**src/hdl/dptm_pkg.sv**
```systemverilog
// Shared types, constants and a helper function of the drum pad trigger to MIDI block.
package dptm_pkg;

  // Sizes
  localparam int unsigned PAD_COUNT_DEF = 5;
  localparam int unsigned PADS_MAX      = 5;
  localparam int unsigned FORCE_W       = 10;
  localparam int unsigned LEVEL_W       = 7;
  localparam int unsigned TIME_W        = 32;
  localparam int unsigned PAD_W         = 3;
  localparam int unsigned NOTE_W        = 7;
  localparam int unsigned CHAN_W        = 5;
  localparam int unsigned WINDOW_W      = 8;
  localparam int unsigned HOLD_W        = 16;
  localparam int unsigned CFG_IDX_W     = 3;
  localparam int unsigned CFG_DATA_W    = 16;

  // Force to velocity mapping: 35 + (raw - 25) * 92 / 475, clamped to 127.
  // The constant division is a multiply by a rounded-up reciprocal of 92/475,
  // exact over the whole 10-bit raw range.
  localparam int unsigned RAW_FLOOR    = 25;
  localparam int unsigned LEVEL_MIN    = 35;
  localparam int unsigned LEVEL_MAX    = 127;
  localparam int unsigned RECIP_K      = 203093;
  localparam int unsigned RECIP_SHIFT  = 20;
  localparam int unsigned PROD_W       = 28;
  localparam int unsigned QUOT_W       = PROD_W - RECIP_SHIFT;

  // Configuration reset values
  localparam logic [LEVEL_W-1:0]  TRIGGER_RST = LEVEL_W'(40);
  localparam logic [WINDOW_W-1:0] WINDOW_RST  = WINDOW_W'(4);
  localparam logic [HOLD_W-1:0]   HOLD_RST    = HOLD_W'(50);
  localparam logic [FORCE_W-1:0]  BEND_RST    = FORCE_W'(400);
  localparam logic [CHAN_W-1:0]   CHANNEL_RST = CHAN_W'(1);

  typedef enum logic [CFG_IDX_W-1:0] {
    REG_TRIGGER_LEVEL  = 3'd0,
    REG_PEAK_WINDOW_MS = 3'd1,
    REG_HOLD_TIME_MS   = 3'd2,
    REG_BEND_THRESHOLD = 3'd3,
    REG_MIDI_CHANNEL   = 3'd4
  } cfg_reg_e;

  typedef enum logic [1:0] {
    MSG_PITCH_BEND = 2'd0,
    MSG_NOTE_ON    = 2'd1,
    MSG_NOTE_OFF   = 2'd2
  } msg_kind_e;

  typedef enum logic [1:0] {
    PH_IDLE    = 2'd0,
    PH_CAPTURE = 2'd1,
    PH_HOLD    = 2'd2
  } phase_e;

  typedef struct packed {
    logic [TIME_W-1:0]  now_ms;
    logic [FORCE_W-1:0] force_thumb;
    logic [FORCE_W-1:0] force_index;
    logic [FORCE_W-1:0] force_middle;
    logic [FORCE_W-1:0] force_ring;
    logic [FORCE_W-1:0] force_pinky;
    logic [FORCE_W-1:0] flex_sample;
  } in_item_t;

  typedef struct packed {
    msg_kind_e          message_kind;
    logic [PAD_W-1:0]   pad;
    logic [NOTE_W-1:0]  note_number;
    logic [LEVEL_W-1:0] velocity;
    logic               bend_up;
    logic [CHAN_W-1:0]  channel;
    logic               last;
  } out_item_t;

  // Controller to datapath commands
  typedef struct packed {
    logic             load;
    logic             level;
    logic             update;
    logic             emit;
    logic [PAD_W-1:0] pad_idx;
  } dptm_cmd_t;

  // Datapath to controller status
  typedef struct packed {
    logic pending;
    logic slot_free;
  } dptm_status_t;

  // Fixed note of each pad
  function automatic logic [NOTE_W-1:0] pad_note(input logic [PAD_W-1:0] pad);
    logic [NOTE_W-1:0] note;
    case (pad)
      3'd0:    note = NOTE_W'(24);
      3'd1:    note = NOTE_W'(46);
      3'd2:    note = NOTE_W'(40);
      3'd3:    note = NOTE_W'(38);
      3'd4:    note = NOTE_W'(51);
      default: note = '0;
    endcase
    return note;
  endfunction

endpackage

```
**src/hdl/dptm_ctrl.sv**
```systemverilog
// Controller state machine: sequences scan intake, per-pad evaluation and message emission.
module dptm_ctrl #(
  parameter int unsigned PAD_COUNT = dptm_pkg::PAD_COUNT_DEF
) (
  input  logic                   clk_i,
  input  logic                   rst_ni,
  input  logic                   in_valid_i,
  output logic                   in_ready_o,
  input  dptm_pkg::dptm_status_t status_i,
  output dptm_pkg::dptm_cmd_t    cmd_o
);
  import dptm_pkg::*;

  localparam int unsigned PADS  = (PAD_COUNT < PADS_MAX) ? PAD_COUNT : PADS_MAX;
  localparam int unsigned IDX_W = (PADS > 1) ? $clog2(PADS) : 1;

  typedef enum logic [3:0] {
    S_IDLE   = 4'b0001,
    S_LEVEL  = 4'b0010,
    S_UPDATE = 4'b0100,
    S_EMIT   = 4'b1000
  } state_e;

  state_e             state_q, state_d;
  logic [IDX_W-1:0]   pad_idx_q, pad_idx_d;

  // Next state and commands
  always_comb begin
    state_d       = state_q;
    pad_idx_d     = pad_idx_q;
    in_ready_o    = 1'b0;
    cmd_o         = '0;
    cmd_o.pad_idx = PAD_W'(pad_idx_q);
    case (state_q)
      S_IDLE: begin
        in_ready_o = 1'b1;
        if (in_valid_i) begin
          cmd_o.load = 1'b1;
          pad_idx_d  = '0;
          state_d    = S_LEVEL;
        end
      end
      S_LEVEL: begin
        cmd_o.level = 1'b1;
        state_d     = S_UPDATE;
      end
      S_UPDATE: begin
        cmd_o.update = 1'b1;
        if (pad_idx_q == IDX_W'(PADS - 1)) begin
          state_d = S_EMIT;
        end else begin
          pad_idx_d = pad_idx_q + 1'b1;
          state_d   = S_LEVEL;
        end
      end
      S_EMIT: begin
        if (!status_i.pending) begin
          state_d = S_IDLE;
        end else if (status_i.slot_free) begin
          cmd_o.emit = 1'b1;
        end
      end
      default: begin
        state_d = S_IDLE;
      end
    endcase
  end

  always_ff @(posedge clk_i or negedge rst_ni) begin
    if (!rst_ni) begin
      state_q   <= S_IDLE;
      pad_idx_q <= '0;
    end else begin
      state_q   <= state_d;
      pad_idx_q <= pad_idx_d;
    end
  end

  // Emission waits for room in the output register
  a_emit_needs_slot: assert property (@(posedge clk_i) disable iff (!rst_ni)
    cmd_o.emit |-> status_i.slot_free)
    else $error("emit issued while output register is occupied");

  // A new scan always starts evaluation at the first pad
  a_accept_starts_eval: assert property (@(posedge clk_i) disable iff (!rst_ni)
    in_valid_i && in_ready_o |=> state_q == S_LEVEL && pad_idx_q == '0)
    else $error("accepted scan did not start evaluation at pad zero");

  // Once nothing is pending the controller returns to idle
  a_emit_done_idle: assert property (@(posedge clk_i) disable iff (!rst_ni)
    state_q == S_EMIT && !status_i.pending |=> state_q == S_IDLE)
    else $error("controller stuck in emission with nothing pending");

endmodule

```
**src/hdl/dptm_datapath.sv**
```systemverilog
// Datapath: configuration registers, pad state, level mapping, event flags and output register.
module dptm_datapath #(
  parameter int unsigned PAD_COUNT = dptm_pkg::PAD_COUNT_DEF
) (
  input  logic                                 clk_i,
  input  logic                                 rst_ni,
  input  dptm_pkg::in_item_t                   in_item_i,
  output dptm_pkg::out_item_t                  out_item_o,
  output logic                                 out_valid_o,
  input  logic                                 out_ready_i,
  input  logic                                 cfg_valid_i,
  output logic                                 cfg_ready_o,
  input  logic [dptm_pkg::CFG_IDX_W-1:0]       cfg_index_i,
  input  logic [dptm_pkg::CFG_DATA_W-1:0]      cfg_data_i,
  input  dptm_pkg::dptm_cmd_t                  cmd_i,
  output dptm_pkg::dptm_status_t               status_o
);
  import dptm_pkg::*;

  localparam int unsigned PADS  = (PAD_COUNT < PADS_MAX) ? PAD_COUNT : PADS_MAX;
  localparam int unsigned IDX_W = (PADS > 1) ? $clog2(PADS) : 1;

  // Configuration
  logic [LEVEL_W-1:0]  trigger_q;
  logic [WINDOW_W-1:0] window_q;
  logic [HOLD_W-1:0]   hold_q;
  logic [FORCE_W-1:0]  bend_thr_q;
  logic [CHAN_W-1:0]   channel_q;

  // Latched scan and pad state
  in_item_t            scan_q;
  phase_e              phase_q [PADS];
  logic [TIME_W-1:0]   start_q [PADS];
  logic [LEVEL_W-1:0]  peak_q  [PADS];
  logic [PROD_W-1:0]   prod_q, prod_d;
  logic [PADS-1:0]     endc_q, endc_d;
  logic [PADS-1:0]     rel_q, rel_d;
  logic                sub_q, sub_d;
  out_item_t           out_q, out_d;
  logic                out_valid_q, out_valid_d;

  logic [IDX_W-1:0]    upd_idx, emit_idx, rd_idx;
  logic [PADS-1:0]     upd_bit, emit_bit;
  logic [FORCE_W-1:0]  force_sel;
  logic [FORCE_W-1:0]  raw_diff;
  logic [QUOT_W-1:0]   quot;
  logic [QUOT_W:0]     lvl_sum;
  logic [LEVEL_W-1:0]  lvl;
  logic [TIME_W-1:0]   dt;
  logic                window_open, held_long;
  logic                trig_start, capture_end, release_now;
  logic [LEVEL_W-1:0]  peak_rd;
  logic                has_endc;

  // Lowest set flag
  function automatic logic [IDX_W-1:0] first_set(input logic [PADS-1:0] vec);
    logic [IDX_W-1:0] idx;
    idx = '0;
    for (int i = PADS - 1; i >= 0; i--) begin
      if (vec[i]) begin
        idx = IDX_W'(i);
      end
    end
    return idx;
  endfunction

  assign cfg_ready_o = 1'b1;

  // Write configuration registers
  always_ff @(posedge clk_i or negedge rst_ni) begin
    if (!rst_ni) begin
      trigger_q  <= TRIGGER_RST;
      window_q   <= WINDOW_RST;
      hold_q     <= HOLD_RST;
      bend_thr_q <= BEND_RST;
      channel_q  <= CHANNEL_RST;
    end else if (cfg_valid_i) begin
      case (cfg_index_i)
        REG_TRIGGER_LEVEL:  trigger_q  <= cfg_data_i[LEVEL_W-1:0];
        REG_PEAK_WINDOW_MS: window_q   <= cfg_data_i[WINDOW_W-1:0];
        REG_HOLD_TIME_MS:   hold_q     <= cfg_data_i[HOLD_W-1:0];
        REG_BEND_THRESHOLD: bend_thr_q <= cfg_data_i[FORCE_W-1:0];
        REG_MIDI_CHANNEL:   channel_q  <= cfg_data_i[CHAN_W-1:0];
        default: begin
        end
      endcase
    end
  end

  // Latch the scan item
  always_ff @(posedge clk_i) begin
    if (cmd_i.load) begin
      scan_q <= in_item_i;
    end
  end

  // Level stage: select the pad's force, take off RAW_FLOOR and multiply by RECIP_K
  always_comb begin
    case (cmd_i.pad_idx)
      3'd0:    force_sel = scan_q.force_thumb;
      3'd1:    force_sel = scan_q.force_index;
      3'd2:    force_sel = scan_q.force_middle;
      3'd3:    force_sel = scan_q.force_ring;
      3'd4:    force_sel = scan_q.force_pinky;
      default: force_sel = '0;
    endcase
    raw_diff = force_sel - FORCE_W'(RAW_FLOOR);
    if (force_sel > FORCE_W'(RAW_FLOOR)) begin
      prod_d = PROD_W'(raw_diff) * PROD_W'(RECIP_K);
    end else begin
      prod_d = '0;
    end
  end

  always_ff @(posedge clk_i) begin
    if (cmd_i.level) begin
      prod_q <= prod_d;
    end
  end

  // Update stage: finish the level, then test the pad's phase
  assign upd_idx = cmd_i.pad_idx[IDX_W-1:0];
  assign upd_bit = PADS'(1) << upd_idx;
  assign quot    = prod_q[PROD_W-1:RECIP_SHIFT];
  assign lvl_sum = (QUOT_W + 1)'(LEVEL_MIN) + {1'b0, quot};
  assign lvl     = (lvl_sum > (QUOT_W + 1)'(LEVEL_MAX)) ? LEVEL_W'(LEVEL_MAX)
                                                       : lvl_sum[LEVEL_W-1:0];

  assign has_endc = |endc_q;
  assign emit_idx = has_endc ? first_set(endc_q) : first_set(rel_q);
  assign emit_bit = PADS'(1) << emit_idx;
  assign rd_idx   = cmd_i.update ? upd_idx : emit_idx;
  assign peak_rd  = peak_q[rd_idx];

  assign dt          = scan_q.now_ms - start_q[upd_idx];
  assign window_open = dt < TIME_W'(window_q);
  assign held_long   = dt > TIME_W'(hold_q);

  assign trig_start  = cmd_i.update && phase_q[upd_idx] == PH_IDLE && lvl > trigger_q;
  assign capture_end = cmd_i.update && phase_q[upd_idx] == PH_CAPTURE && !window_open;
  assign release_now = cmd_i.update && phase_q[upd_idx] == PH_HOLD && held_long &&
                       lvl < trigger_q;

  // Advance pad state; a released pad keeps its peak for the note-off
  always_ff @(posedge clk_i or negedge rst_ni) begin
    if (!rst_ni) begin
      for (int i = 0; i < PADS; i++) begin
        phase_q[i] <= PH_IDLE;
        start_q[i] <= '0;
        peak_q[i]  <= '0;
      end
    end else if (cmd_i.update) begin
      if (trig_start) begin
        phase_q[upd_idx] <= PH_CAPTURE;
        peak_q[upd_idx]  <= lvl;
        start_q[upd_idx] <= scan_q.now_ms;
      end else if (capture_end) begin
        phase_q[upd_idx] <= PH_HOLD;
        start_q[upd_idx] <= scan_q.now_ms;
      end else if (release_now) begin
        phase_q[upd_idx] <= PH_IDLE;
      end else if (phase_q[upd_idx] == PH_CAPTURE && lvl > peak_rd) begin
        peak_q[upd_idx]  <= lvl;
      end
    end
  end

  // Event flags and message assembly
  always_comb begin
    endc_d      = endc_q;
    rel_d       = rel_q;
    sub_d       = sub_q;
    out_d       = out_q;
    out_valid_d = out_valid_q;
    if (out_ready_i) begin
      out_valid_d = 1'b0;
    end
    if (cmd_i.load) begin
      endc_d = '0;
      rel_d  = '0;
      sub_d  = 1'b0;
    end
    if (capture_end) begin
      endc_d = endc_q | upd_bit;
    end
    if (release_now) begin
      rel_d = rel_q | upd_bit;
    end
    if (cmd_i.emit) begin
      out_valid_d       = 1'b1;
      out_d.pad         = PAD_W'(emit_idx);
      out_d.channel     = channel_q;
      if (has_endc && !sub_q) begin
        out_d.message_kind = MSG_PITCH_BEND;
        out_d.note_number  = '0;
        out_d.velocity     = '0;
        out_d.bend_up      = scan_q.flex_sample >= bend_thr_q;
        out_d.last         = 1'b0;
        sub_d              = 1'b1;
      end else if (has_endc) begin
        out_d.message_kind = MSG_NOTE_ON;
        out_d.note_number  = pad_note(PAD_W'(emit_idx));
        out_d.velocity     = peak_rd;
        out_d.bend_up      = 1'b0;
        out_d.last         = ((endc_q & ~emit_bit) == '0) && (rel_q == '0);
        endc_d             = endc_q & ~emit_bit;
        sub_d              = 1'b0;
      end else begin
        out_d.message_kind = MSG_NOTE_OFF;
        out_d.note_number  = pad_note(PAD_W'(emit_idx));
        out_d.velocity     = peak_rd;
        out_d.bend_up      = 1'b0;
        out_d.last         = (rel_q & ~emit_bit) == '0;
        rel_d              = rel_q & ~emit_bit;
      end
    end
  end

  always_ff @(posedge clk_i or negedge rst_ni) begin
    if (!rst_ni) begin
      endc_q      <= '0;
      rel_q       <= '0;
      sub_q       <= 1'b0;
      out_valid_q <= 1'b0;
    end else begin
      endc_q      <= endc_d;
      rel_q       <= rel_d;
      sub_q       <= sub_d;
      out_valid_q <= out_valid_d;
    end
  end

  always_ff @(posedge clk_i) begin
    out_q <= out_d;
  end

  assign out_item_o         = out_q;
  assign out_valid_o        = out_valid_q;
  assign status_o.pending   = (|endc_q) || (|rel_q);
  assign status_o.slot_free = !out_valid_q || out_ready_i;

  // The message flagged last leaves no event behind
  a_last_clears_flags: assert property (@(posedge clk_i) disable iff (!rst_ni)
    cmd_i.emit && out_d.last |=> !status_o.pending)
    else $error("events still pending after the last message of a scan");

endmodule

```
**src/hdl/drum_pad_trigger_to_midi.sv**
```systemverilog
// Top level of the drum pad trigger to MIDI block: controller plus datapath.
//
// Usage:
//   in channel  (in_valid_i/in_ready_o, in_item_i): one scan per item, a
//     millisecond timestamp, five raw pad forces and one flex sample.
//   out channel (out_valid_o/out_ready_i, out_item_o): MIDI events, pitch
//     bend then note-on per finished capture in pad order, then note-offs;
//     the final event of a scan carries last. A scan may cause no event.
//   cfg channel (cfg_valid_i/cfg_ready_o, cfg_index_i, cfg_data_i): register
//     writes, always ready; write only while the block is idle.
// Timing: a scan is evaluated one pad at a time over min(PAD_COUNT,5) pads, each
//   as a level multiply and then a state update; events then leave one per cycle
//   through a single output register while out_ready_i is high. A scan causes at
//   most two events per pad. The output register lets a new scan be accepted
//   while the last event still waits to be taken.
// Reset: all pads idle, registers at their reset values, no event pending.
// Stall: while out_ready_i is low the event stays on the port and emission
//   pauses; pad state is kept.
module drum_pad_trigger_to_midi #(
  parameter int unsigned PAD_COUNT = dptm_pkg::PAD_COUNT_DEF
) (
  input  logic                            clk_i,
  input  logic                            rst_ni,
  input  logic                            in_valid_i,
  output logic                            in_ready_o,
  input  dptm_pkg::in_item_t              in_item_i,
  output logic                            out_valid_o,
  input  logic                            out_ready_i,
  output dptm_pkg::out_item_t             out_item_o,
  input  logic                            cfg_valid_i,
  output logic                            cfg_ready_o,
  input  logic [dptm_pkg::CFG_IDX_W-1:0]  cfg_index_i,
  input  logic [dptm_pkg::CFG_DATA_W-1:0] cfg_data_i
);
  import dptm_pkg::*;

  dptm_cmd_t    cmd;
  dptm_status_t status;

  // Sequence the scan
  dptm_ctrl #(
    .PAD_COUNT (PAD_COUNT)
  ) u_ctrl (
    .clk_i      (clk_i),
    .rst_ni     (rst_ni),
    .in_valid_i (in_valid_i),
    .in_ready_o (in_ready_o),
    .status_i   (status),
    .cmd_o      (cmd)
  );

  // Hold state and build events
  dptm_datapath #(
    .PAD_COUNT (PAD_COUNT)
  ) u_datapath (
    .clk_i       (clk_i),
    .rst_ni      (rst_ni),
    .in_item_i   (in_item_i),
    .out_item_o  (out_item_o),
    .out_valid_o (out_valid_o),
    .out_ready_i (out_ready_i),
    .cfg_valid_i (cfg_valid_i),
    .cfg_ready_o (cfg_ready_o),
    .cfg_index_i (cfg_index_i),
    .cfg_data_i  (cfg_data_i),
    .cmd_i       (cmd),
    .status_o    (status)
  );

endmodule

```
**config.mk**
```make
export PLATFORM = sky130hd
export DESIGN_NAME = drum_pad_trigger_to_midi
export DESIGN_NICKNAME = d
export VERILOG_FILES = /design/src/hdl/dptm_pkg.sv /design/src/hdl/dptm_ctrl.sv /design/src/hdl/dptm_datapath.sv /design/src/hdl/drum_pad_trigger_to_midi.sv
export SDC_FILE = /design/constraint.sdc
export NUM_CORES = 1
export LEC_CHECK = 0
export BUFFER_PORTS_ARGS = -buffer_cell sky130_fd_sc_hd__buf_2
export CORE_ASPECT_RATIO = 0.5
export CORE_MARGIN = 2
export CORE_UTILIZATION = 30
export DETAILED_ROUTE_END_ITERATION = 8
export GPL_ROUTABILITY_DRIVEN = 1
export PLACE_DENSITY_LB_ADDON = 0.2
export SYNTH_ARGS = -nofsm -noshare
export SYNTH_HDL_FRONTEND = slang
export SYNTH_SLANG_ARGS = --single-unit
export TNS_END_PERCENT = 100
```
**constraint.sdc**
```tcl
create_clock -name clk_i -period 10.4 [get_ports clk_i]
set_clock_uncertainty 0.1 [all_clocks]
set_input_delay 0.52 -clock clk_i [delete_from_list [all_inputs] [get_ports clk_i]]
set_output_delay 0.52 -clock clk_i [all_outputs]
set_load 0.05 [all_outputs]
```
======== After elaboration in Yosys (flattened, before gate mapping) ========
Cells that the tools add are included.
W data, S select, Z words.
storage, ports and cells
  input bits .............................. 116
  output and inout port bits .............. 29
  word-level logic and storage cells ...... 211
  register bits after elaboration ......... 416
operators by class
  shifts and indexed selects .............. 2
  $lt $le $gt $ge ......................... 11
  add/sub/neg operators ................... 4
  reductions and logical operators ........ 40
  bitwise logic cells ..................... 15
  eq/ne operators ......................... 23
  muxes and demuxes ....................... 74
  multipliers ............................. 1
operators by type and width
  operator                  number
  $mux W160                 2
  $bwmux W160               1
  $mux W35                  4
  $bmux W32 S3              1
  $demux W32 S3             1
  $mux W32                  3
  $mux W5                   10
  $pmux W10 S5              1
  $mux W3                   14
  $bwmux W35                1
  $gt A32 B16 Y1            1
  $lt A32 B8 Y1             1
  $sub A32 B32 Y32          1
  $mux W10                  3
  $pmux W6 S5               1
  $mul A10 B18 Y28 const B  1
  $mux W7                   4
  $bmux W7 S3               1
  $demux W7 S3              1
  $and A5 B5 Y5             4
  $or A5 B5 Y5              4
  $eq A3 B2 Y1 const B      6
  $pmux W4 S4               1
  $reduce_and A2 Y1         8
  other kinds (42)          95

======== Longest topological paths before layout ========
  depth after elaboration ................. 17
  gate-level depth with buffers ........... 36
  gate-level depth less buffers ........... 32

======== Hierarchy ========
Synthesis repeated with hierarchy kept, for this count alone.
unflattened totals
  cell total of the unflattened synthesis .. 1878
  area total of the unflattened synthesis .. 22201.3 µm²
by module, submodules not included
  module         area an instance (µm²)  instances  cells each  seq. area each (µm²)
  dptm_datapath  21817.2                 1          1845        10347.4
  dptm_ctrl      384.1                   1          33          176.4

======== Worst setup path before layout ========
OpenSTA, ideal clock, no wires.
  path type ............................... flip-flop to flip-flop
  start ................................... reg u_ctrl.pad_idx_q[0]
  end ..................................... reg u_datapath.prod_q[25], data pin
  buffers on the path ..................... 5
  library setup time ...................... 0.263 ns
  slack ................................... 2.334 ns
  clock period less this slack ............ 8.066 ns
  data required time ...................... 10.037 ns
  arrival ................................. 7.703 ns
  cell stages (with the launch flop) ...... 37
  cells stage by stage .................... dfrtp_1 buf_2 inv_1 clkbuf_1 clkbuf_1 ha_1 clkbuf_1 and2_1 clkbuf_1 a22oi_1 o21ai_0 nand2_1 ha_1 a21o_1 inv_1 a21oi_1 xnor2_1 ha_1 fa_1 inv_1 fa_1 inv_1 fa_1 inv_1 fa_1 inv_1 ha_1 a21o_1 a21o_1 a21oi_1 o211ai_1 o211ai_1 a21oi_1 or3_1 a21oi_1 xor2_1 nor2_1
on the way
  longest elaborated chain between the ends .. 4
  elaborated cells between the ends (all ways) .. 9
  those cells by class .................... 1 x add/sub; 1 x mul; 1 x order compare; 4 x eq/ne; 1 x mux; 1 x reduce/logical
ends and longest elaborated chain
  item                                        line                  RTL
  start: declaration                          dptm_ctrl.sv:25       logic [IDX_W-1:0] pad_idx_q, pad_idx_d;
  start signal: assignment                    dptm_ctrl.sv:75       pad_idx_q <= pad_idx_d;
  $eq A3 B3 Y1, or another cell as far along  dptm_datapath.sv:99   case (cmd_i.pad_idx)
  $pmux W10 S5 (*)                            dptm_datapath.sv:99
  $sub A10 B5 Y10                             dptm_datapath.sv:107  raw_diff = force_sel - FORCE_W'(RAW_FLOOR);
  $mul A10 B18 Y28                            dptm_datapath.sv:109  prod_d = PROD_W'(raw_diff) * PROD_W'(RECIP_K);
  end signal: assignment                      dptm_datapath.sv:117  prod_q <= prod_d;
  end: declaration                            dptm_datapath.sv:35   logic [PROD_W-1:0] prod_q, prod_d;
Mark *: on every way between the ends. The rest lies on a longest branch, timed or not.
A chain may end at the register's enable or synchronous reset.

======== Final worst setup path ========
  start ................................... reg u_ctrl.pad_idx_q[1]
  end ..................................... reg u_datapath.prod_q[27], data pin
The elaborated chain is that of the path after synthesis.

==> implementation parameters <==
Parameter                              Value

Run status
  Result of the run    complete, no violations

Clocking
  Clock buffer count from CTS    41
  Clock root cell    clkbuf_16
  Clock sink count    395
  Clock input transition at the sequential cells of the worst setup and hold paths    0.07 ns
  Post-cts resize count    0
  TritonCTS clock tree    yes
  Worst-Skew Late Latency    0.58 ns
  Clock tree buffer depth    3
  Number of levels in the clock H-tree    2

Timing
  Final slew viol count    0
  Final-report setup violation count    0
  Post-Route Setup TNS    0 ns
  Headroom to the max-slew limit    31.48%
  Shortest clock period the worst path allows after layout    8.437 ns
  Top achievable clock speed    118.5 MHz
  RSZ-0062 raised after global routing    no
  Crit share post-route    81.12%
  Number of hold violations in the final report    0
  Slew at the pin closest to its max-slew limit    1.027 ns

Cells and area
  Final layout net count    2,441
  Final standard cell utilization of the core    35.29%
  Final non-filler cell area    26,680 um2
  Non-Filler Instances    3,175
  Layout fillers    7,467
  Layout cells sized above 1    21.97%
  Synthesis-to-layout area growth    15.82%
  N_diodes    0

Worst setup path
  Maximum fanout encountered on the critical timing path    27
  Element type at the critical path end    register
  Arrival time at the worst endpoint    8.70 ns
  Worst setup SP type    register
  Category of the most critical setup path    reg -> reg
  Most common cell on crit path    inv_1
  Required time of the critical path    10.66 ns
  Highest cell delay on the worst timing path    0.58 ns
  Worst-path cell with the longest stage delay    mux2i_1

Flow run
  Maximum Capacitance Violations    0

Yosys
  Most frequently used cell type in the post-synthesis netlist    dfrtp_1
  Share of synthesized flip-flops with an asynchronous set or reset    68.35%
  Number of synthesized flops with an enable pin    125
  Share of Yosys cell area claimed by the top area cell type    28.14%
  Number of synthesized register bits    395
  Most frequently used flop master after synthesis    dfrtp_1
  Synth Instances    1,935
  Number of nets produced by synthesis    2,255
  Biggest area consumer among synthesized cells    dfrtp_1
  Top post-synthesis cells by count    dfrtp_1 (259), ha_1 (167), mux2_4 (140)
  Count of unique library cells instantiated by Yosys    82
  Average cell area after synthesis    11.90 um2
  Share of the yosys chip area belonging to registers    45.68%
  Synthesized area    23,040 um2
  Count of synthesis-stage warnings from yosys    0
  Ranking of synthesized cells by area    dfrtp_1 (28%), edfxtp_1 (16%), mux2_4 (9.1%)

Global route
  All-layer global routing usage    14.94%
  Total global routing overflow    0
  Wire length of the first global-routing pass    93,360 um
  Number of global-route vias before repair    16.01k
  Largest net degree at the start of global routing    76
  Initial antenna violation count    1

Place
  Total placed instance area    24,780 um2
  # port buffers    142
  Last weighted congestion value of the routability-driven placer    0.8300
  DPL Wire Length    41,040 um
  # placed instances    3,041

Die
  Initial Utilization    30.47%
  Cell Rows    71
  Floorplan die area    79,150 um2
  Total I/O pin count    145
  Core region area    75,600 um2
  Die Span X    395.9 um
  Die Ht    199.9 um

Route
  Number of design-rule violations left by the first detailed-router iteration    847
  Antenna Nets Post-Route    0
  Total iterations of the first detailed-routing run    5
  Number of vias in the routed layout    15.39k
  Number of vias per cell    4.849
  DR WL/cell    18.51 um
  Total Wirelength    58,770 um
  Number of DRC violations after detailed routing    0

Min path
  HP Class    in -> reg
[registers in the layout, indices dropped and copies added, names as in the netlist, 7 cells and up, named ones only]
signal and flops:
u_datapath.start_q 160, u_datapath.scan_q 92, u_datapath.peak_q 35, u_datapath.out_item_o 25, u_datapath.hold_q 16, u_datapath.bend_thr_q 10, u_datapath.prod_q 8, u_datapath.window_q 8
u_datapath.trigger_q 7
[cells in the final DEF, fill, tap and decap left out, types with 19 or more instances in the layout]
master         instances
dfrtp_1              256
ha_1                 167
buf_2                141
mux2_4               140
nand2_1              129
inv_1                127
edfxtp_1             125
nor2_1               102
a21oi_1               97
o21ai_0               91
dlygate4sd3_1         59
a22oi_1               45
mux2_2                42
clkbuf_16             41
fa_1                  37
nand3_1               35
mux2_1                35
a21o_1                33
nor3_1                27
mux2i_1               26
buf_4                 26
o22a_1                19
[worst max-delay path: cells and delay by family (launching register included)]
| kind | cells | cell delay, ns |
|---|---|---|
| AOI/OAI and AO/OA | 9 | 1.40 |
| adders and majority gates | 8 | 3.33 |
| buffers and inverters | 6 | 0.87 |
| DFF | 1 | 0.35 |
| muxes | 1 | 0.58 |
| and+or+nand+nor | 6 | 1.59 |
[final timing paths]
path                                               from                        to  slack (ns)  cells after the start
worst min-delay path                      in_item_i[82]     u_datapath.scan_q[82]        0.03                      1
worst max-delay path                u_ctrl.pad_idx_q[1]     u_datapath.prod_q[27]        1.96                     30
worst max register to register      u_ctrl.pad_idx_q[1]     u_datapath.prod_q[27]        1.96                     30
max in group asynchronous                        rst_ni    u_datapath.start_q[45]        7.57                      4
worst min register to register  u_datapath.channel_q[1]  u_datapath.out_item_o[2]        0.34                      0
min in group asynchronous                        rst_ni    u_datapath.out_valid_o        0.42                      2
[area by class of cell]
class                   instances  area [um2]  area share, %
repair buffers                227        1506          5.646
flip-flops and latches        395       10530          39.46
clock inverters                20       216.5         0.8113
clock buffers                  55        1089          4.080
multi-input cells            1328       11580          43.40
well taps                    1022        1279          4.793
inverters                     128       483.0          1.810
[routing by layer]
metal	GRT usage, %	share of wire, %	vias up
met5	0	0	-
met4	4.028	2.1	0
met3	2.070	2.8	66
met2	24.95	47	215
met1	20.40	48	7688
li1	-	-	7425
[through the flow]
step | worst slack (ns) | hold WS, ns
after floorplan | 2.334 | 0.1244
after CTS | 1.847 | 0.00002193
after global routing | 1.224 | 0.007730
after detailed placement | 1.888 | 0.3314
after global placement | 2.111 | 0.3236
final | 1.963 | 0.03080
[cells by family after synthesis]
| kind of cell | Yosys count | synth area share (%) |
|---|---|---|
| AO/OA/AOI/OAI | 419 | 12.26 |
| XOR/XNOR | 31 | 1.179 |
| adder cells (fa/ha/maj) | 205 | 12.33 |
| buffers and inverters | 212 | 4.199 |
| flip-flops | 395 | 45.68 |
| multiplexers | 261 | 15.78 |
| other | 2 | 0.03260 |
| AND/OR/NAND/NOR | 410 | 8.538 |
[what timing repair did]
| item | in CTS | in global routing |
|---|---|---|
| hold buffers | 59 | 0 |
| hold endpoints to repair | 131 | 0 |
| setup buffers | 0 | 0 |
Power is not shown: default switching activity piles up to over one toggle a cycle in this logic, so the estimate is an artifact.
